$ cat src/sv/bhpq_pkg.sv
`timescale 1ns / 1ps
// ----------------------------------------------------------------------------
// bhpq_pkg
// Shared types and constants of the binary heap priority queue unit.
// ----------------------------------------------------------------------------
package bhpq_pkg;

  localparam int CAPACITY_DEF   = 1024;
  localparam int DATA_WIDTH_DEF = 32;

  // fixed widths of the item fields
  localparam int ROOT_W      = 32;
  localparam int COUNT_OUT_W = 11;

  localparam logic [ROOT_W-1:0] EMPTY_ANSWER = 32'd32767;

  localparam logic CMD_INSERT  = 1'b0;
  localparam logic CMD_EXTRACT = 1'b1;

  // register index taken from the word address
  localparam logic REG_MIN_MODE = 1'b0;

  typedef enum logic [3:0] {
    OP_NONE,
    OP_START,
    OP_UP_READ,
    OP_UP_EVAL,
    OP_DN_FETCH,
    OP_DN_LOAD,
    OP_DN_READ,
    OP_DN_EVAL,
    OP_LOAD_OUT
  } dp_op_e;

  typedef struct packed {
    logic is_full;
    logic is_empty;
    logic at_root;
    logic up_more;
    logic dn_more;
  } dp_status_t;

endpackage

$ cat src/sv/bhpq_ctrl.sv
`timescale 1ns / 1ps
// ----------------------------------------------------------------------------
// bhpq_ctrl
// Sequencer of insert and extract commands and owner of the result valid.
// ----------------------------------------------------------------------------
module bhpq_ctrl (
  input  logic                 clk_i,
  input  logic                 rst_ni,
  input  logic                 in_valid_i,
  output logic                 in_ready_o,
  input  logic                 command_i,
  output logic                 out_valid_o,
  input  logic                 out_ready_i,
  input  bhpq_pkg::dp_status_t status_i,
  output bhpq_pkg::dp_op_e     op_o
);
  import bhpq_pkg::*;

  typedef enum logic [2:0] {
    S_IDLE,
    S_UP_RD,
    S_UP_EV,
    S_DN_FETCH,
    S_DN_LOAD,
    S_DN_RD,
    S_DN_EV,
    S_FIN
  } state_e;

  state_e state_q;
  logic   out_free;

  assign out_free   = !out_valid_o || out_ready_i;
  assign in_ready_o = state_q == S_IDLE;

  always_comb begin
    case (state_q)
      S_IDLE:     op_o = in_valid_i ? OP_START : OP_NONE;
      S_UP_RD:    op_o = OP_UP_READ;
      S_UP_EV:    op_o = OP_UP_EVAL;
      S_DN_FETCH: op_o = OP_DN_FETCH;
      S_DN_LOAD:  op_o = OP_DN_LOAD;
      S_DN_RD:    op_o = OP_DN_READ;
      S_DN_EV:    op_o = OP_DN_EVAL;
      S_FIN:      op_o = out_free ? OP_LOAD_OUT : OP_NONE;
      default:    op_o = OP_NONE;
    endcase
  end

  always_ff @(posedge clk_i or negedge rst_ni) begin
    if (!rst_ni) begin
      state_q     <= S_IDLE;
      out_valid_o <= 1'b0;
    end else begin
      // drop the result once taken, unless the next one replaces it now
      if (out_ready_i && state_q != S_FIN) begin
        out_valid_o <= 1'b0;
      end
      case (state_q)
        S_IDLE: begin
          if (in_valid_i) begin
            if (command_i == CMD_INSERT) begin
              state_q <= status_i.is_full ? S_FIN : S_UP_RD;
            end else begin
              state_q <= status_i.is_empty ? S_FIN : S_DN_FETCH;
            end
          end
        end
        S_UP_RD: begin
          state_q <= status_i.at_root ? S_FIN : S_UP_EV;
        end
        S_UP_EV: begin
          state_q <= status_i.up_more ? S_UP_RD : S_FIN;
        end
        S_DN_FETCH: begin
          state_q <= S_DN_LOAD;
        end
        S_DN_LOAD: begin
          state_q <= S_DN_RD;
        end
        S_DN_RD: begin
          state_q <= S_DN_EV;
        end
        S_DN_EV: begin
          state_q <= status_i.dn_more ? S_DN_RD : S_FIN;
        end
        S_FIN: begin
          if (out_free) begin
            out_valid_o <= 1'b1;
            state_q     <= S_IDLE;
          end
        end
        default: begin
          state_q <= S_IDLE;
        end
      endcase
    end
  end

endmodule

$ cat config.mk
export PLATFORM = sky130hd
export DESIGN_NAME = bhpq_ctrl
export DESIGN_NICKNAME = d
export VERILOG_FILES = /design/src/sv/bhpq_pkg.sv /design/src/sv/bhpq_ctrl.sv
export SDC_FILE = /design/constraint.sdc
export NUM_CORES = 1
export LEC_CHECK = 0
export ABC_AREA = 1
export ABC_CLOCK_PERIOD_IN_PS = 1100
export BUFFER_PORTS_ARGS = -buffer_cell sky130_fd_sc_hd__buf_4
export CORE_AREA = 2 2 39 41
export DETAILED_ROUTE_END_ITERATION = 10
export DIE_AREA = 0 0 41 43
export GPL_ROUTABILITY_DRIVEN = 0
export GPL_TIMING_DRIVEN = 0
export PLACE_DENSITY_LB_ADDON = 0.12
export SETUP_SLACK_MARGIN = 0.05
export SLEW_MARGIN = 20
export SYNTH_ARGS = -nofsm -noshare
export SYNTH_HDL_FRONTEND = slang
export SYNTH_SLANG_ARGS = --single-unit
$ cat constraint.sdc
create_clock -name clk_i -period 1.1 [get_ports clk_i]
set_input_delay 0.22 -clock clk_i [delete_from_list [all_inputs] [get_ports clk_i]]
set_output_delay 0.22 -clock clk_i [all_outputs]
set_load 0.005 [all_outputs]
; ---- Word-level counts from Yosys, hierarchy flattened
; Index checks and enable logic that the tools add are counted.
[word_totals]
ff_bits = 4
memories = 0
latch_bits = 0
ramBits = 0
output_inout_bits = 6
word_cells = 32
rom_bits = 0
[op_classes]
n_bitwise = 0
magnitude_cmp = 0
eq_ne = 10
reduce_logical = 5
mul = 0
div = 0
muxes = 15
add_sub_neg = 0
n_shift = 0
[op_table]
columns = operator, n
row1 = $pmux 4 s8, 1
row2 = $pmux 3 s8, 1
row3 = $mux 3, 7
row4 = $eq 3x3->1 const B, 4
row5 = $eq 3x2->1 const B, 2
row6 = $mux 1, 4
row7 = $mux 4, 1
row8 = $ne 2x2->1 const B, 2
row9 = $eq 3x1->1 const B, 1
row10 = $logic_not 3->1, 1
row11 = $ne 3x3->1 const B, 1
row12 = $mux 2, 1
row13 = $reduce_and 2->1, 1
row14 = $logic_and 1x1->1, 1
row15 = $logic_not 1->1, 1
row16 = $logic_or 1x1->1, 1

; ---- Logic depth before layout (Yosys ltp)
[depth]
depth_word = 5
depth_mapped = 8

; ---- Least setup slack after synthesis
; No wires, ideal clock.
[synth_timing]
path_type = register to output
start = register state_q[1]
end = output port op_o[0]
required_ns = 0.880
slack_ns = 0.061
arrival_time_ns = 0.819
stages_incl_launch_ff = 4
cell_sequence = dfrtp_1 > buf_6 > o31ai_1 > inv_1
[synth_via]
elab_chain_cells = 2
word_cells_on_any_way = 9
[synth_rtl]
columns = item, line_no
row1 = from (decl), bhpq_ctrl.sv:30  ; state_e state_q;
row2 = from (signal assigned), bhpq_ctrl.sv:63  ; state_q <= status_i.is_full ? S_FIN : S_UP_RD;
row3 = from (signal assigned), bhpq_ctrl.sv:65  ; state_q <= status_i.is_empty ? S_FIN : S_DN_FETCH;
row4 = from (signal assigned), bhpq_ctrl.sv:70  ; state_q <= status_i.at_root ? S_FIN : S_UP_EV;
row5 = "$eq 3x3->1, or another cell as far along", bhpq_ctrl.sv:37  ; case (state_q)
row6 = $pmux 4 s8 (*), bhpq_ctrl.sv:37
row7 = to (decl), bhpq_ctrl.sv:15  ; output bhpq_pkg::dp_op_e op_o
; Mark *: on every way between the ends. The rest lies on a longest branch, timed or not.

; ---- Final worst setup path
[layout_timing]
start = register state_q[2]
end = output port op_o[0]
; Same word-level chain as after synthesis.

==> results.sh <==
export IMPL_antenna_left=0
export IMPL_hpwl_um=643
export IMPL_crit_required_ps=880
export IMPL_crit_path_cell_trace="o31ai_4 -> inv_1 -> buf_6"
export IMPL_seq_area_frac_synth_pct=29.9
export IMPL_period_share_pct=122
export IMPL_wl_per_cell_um=9.26
export IMPL_ys_seq_elements=4
export IMPL_rr_startpoint="state_q[0]$_DFFE_PN0P_"
export IMPL_antenna_found_initial=0
export IMPL_hold_viol_final=0
export IMPL_postSynthCellCount=56
export IMPL_clk_path_buf_depth=2
export IMPL_ys_types=16
export IMPL_hold_class="input pin to flop"
export IMPL_start_util_pct=24.2
export IMPL_setup_violations=7
export IMPL_startpoint_type="flop"
export IMPL_rrSetupSlack_ps=-150
export IMPL_clock_sinks=4
export IMPL_final_common_cell="buf_4"
export IMPL_grt_max_degree=9
export IMPL_drive_above_1_share_pct=56.3
export IMPL_port_buffers=15
export IMPL_first_global_vias=421
export IMPL_max_cap_viol_count=0
export IMPL_p_leak_nw=0.379
export IMPL_tightest_slew_ps=187
export IMPL_crit_fanout=4
export IMPL_ioPinCount=16
export IMPL_grt_pass1_wl_um=1560
export IMPL_violations="setup timing"
export IMPL_criticalPathCategory="flop to output port"
export IMPL_post_route_drc_count=0
export IMPL_rsz0062_at_grt="true"
export IMPL_cts_root_buf="clkbuf_4"
export IMPL_crit_arrival_ps=1130
export IMPL_numCtsBuffers=3
export IMPL_maxSlewHeadroom_pct=87.5
export IMPL_path_delay_family="flip-flops"
export IMPL_globalRouteOverflowTotal=0
export IMPL_synthesis_area_um2=335
export IMPL_area_growth_pct=105
export IMPL_finalWorstSetupSlack_ps=-246
export IMPL_hold_end="out_valid_o$_DFF_PN0_"
export IMPL_p_total_mw=1.96
export IMPL_status="finished with violations"
export IMPL_hold_start="out_ready_i"
export IMPL_path_clk_slew_ps=40
export IMPL_die_area_um2=1760
export IMPL_vias=437
export IMPL_slowest_delay_ps=440
export IMPL_endpoint_kind="output port"
export IMPL_slew_violations=0
export IMPL_path_buf_inv=2
export IMPL_slowest_stage="dfrtp_2"
export IMPL_clkLatencyLatePin_ps=230
export IMPL_setup_tns_ps=-1270
export IMPL_cts_htree_levels=1
export IMPL_mostFrequentLayoutCells="buf_4, nand2_1, buf_6, nor2_1, inv_1"
export IMPL_fp_dieW_um=41
export IMPL_syn_num_nets=66
export IMPL_grt_total_usage_pct=13.2
export IMPL_reg2reg_depth=8
export IMPL_irDropWorstVdd_mv=0.889
export IMPL_nets=99
export IMPL_ys_warn_count=0
export IMPL_fin_crit_ps=1350
export IMPL_fill_cells=148
export IMPL_rows=14
export IMPL_fmax_mhz=743
export IMPL_antenna_cells=0
export IMPL_viasPerCell=4.24
export IMPL_syn_area_per_cell_um2=5.99
export IMPL_die_h_um=43
export IMPL_core_um2=1380
export IMPL_hold_depth=2
export IMPL_power_density_nw_per_um2=2860
export IMPL_worstReg2RegEnd="state_q[1]$_DFFE_PN0P_"
export IMPL_drtPass1Iterations=4
export IMPL_skew_ps=1.72
export IMPL_wirelength_um=954
export IMPL_drtIter0Drc=5
export IMPL_cts_tree="built"
export IMPL_place_ws_ps=-111
[synthesized netlist by cell type]
| cell | instances | area, µm² |
|---|---|---|
| a21oi_1 | 1 | 5.00 |
| buf_6 | 1 | 11.3 |
| dfrtp_1 | 4 | 100 |
| inv_1 | 9 | 33.8 |
| inv_2 | 1 | 3.75 |
| nand2_1 | 17 | 63.8 |
| nand2_2 | 1 | 6.26 |
| nand3_1 | 5 | 25.0 |
| nand3_2 | 1 | 10.0 |
| nand3b_1 | 1 | 7.51 |
| nand4_1 | 1 | 6.26 |
| nor2_1 | 10 | 37.5 |
| nor2_2 | 1 | 6.26 |
| o21ai_0 | 1 | 5.00 |
| o31ai_1 | 1 | 7.51 |
| or2_2 | 1 | 6.26 |
[cells by family after synthesis]
group           synth area share [%]
compound gates                  5.22
buf+inv                         14.6
flops                           29.9
simple gates                    50.4
[worst reg2reg max path, cell delays in order, from the launching register on]
cell and delay [ps]:
dfrtp_2 430, buf_6 140, buf_6 120, nor2_4 60, nand3b_1 150, nand2_1 90
inv_1 40, nand2_1 60, nand2_1 50
[flip-flops by register name, indices dropped and copies added (netlist names)]
signal,flops
out_valid_o,1
state_q,3
[cell type report]
| type | instances | area, µm² | area share [%] |
|---|---|---|---|
| multi-input cells | 41 | 245 | 35.7 |
| repair buffers | 28 | 243 | 35.3 |
| flip-flops and latches | 4 | 103 | 14.9 |
| inverters | 10 | 42.5 | 6.19 |
| clock buffers | 3 | 22.5 | 3.28 |
| well taps | 16 | 20.0 | 2.91 |
| plain buffers | 1 | 11.3 | 1.64 |
[worst max-delay path by stage]
stage | start | end | depth (start not counted)
after CTS | state_q[2]$_DFFE_PN0P_ | op_o[0] | 3
after global placement | state_q[1]$_DFFE_PN0P_ | op_o[0] | 4
after global routing | state_q[2]$_DFFE_PN0P_ | op_o[0] | 3
after detailed placement | state_q[1]$_DFFE_PN0P_ | op_o[0] | 4
final | state_q[2]$_DFFE_PN0P_ | op_o[0] | 3
after floorplan | state_q[1]$_DFFE_PN0P_ | op_o[0] | 3
[through the flow]
stage	cell area (µm²)	utilization, %	hold WS (ps)	instances
final	687	49.6	214	103
after global routing	687	49.6	227	103
after CTS	644	46.6	205	102
after detailed placement	468	33.8	16.9	87
after global placement	468	33.8	17.5	87
after floorplan	335	-	-75.6	56
[per-layer routing]
metal  vias up  wire [µm]  track usage [%]  part of all wire [%]
met2         5        498             20.3                    52
met3         0         25             3.14                   2.6
met1       197        429             15.7                    45
met4         0          0             8.00                     0
met5         -          0                0                     0
li1        235          -                -                     -
[power by group]
part           leakage (nW)  switching, mW  internal [mW]  total [mW]
clock                0.0138         0.0511          0.121       0.173
combinational         0.320          0.667          0.806        1.47
sequential           0.0460         0.0836          0.232       0.316
total                 0.379          0.802           1.16        1.96
[timing repair]
item                                   4_1_cts  5_1_grt
hold buffers                                 1        0
pin swaps                                    6        8
setup buffers                               11        2
setup endpoints to repair                    8        8
endpoints found under the hold margin        4        0
gates resized for setup                     19       10
Note: power is estimated with default switching activity, not from simulation.
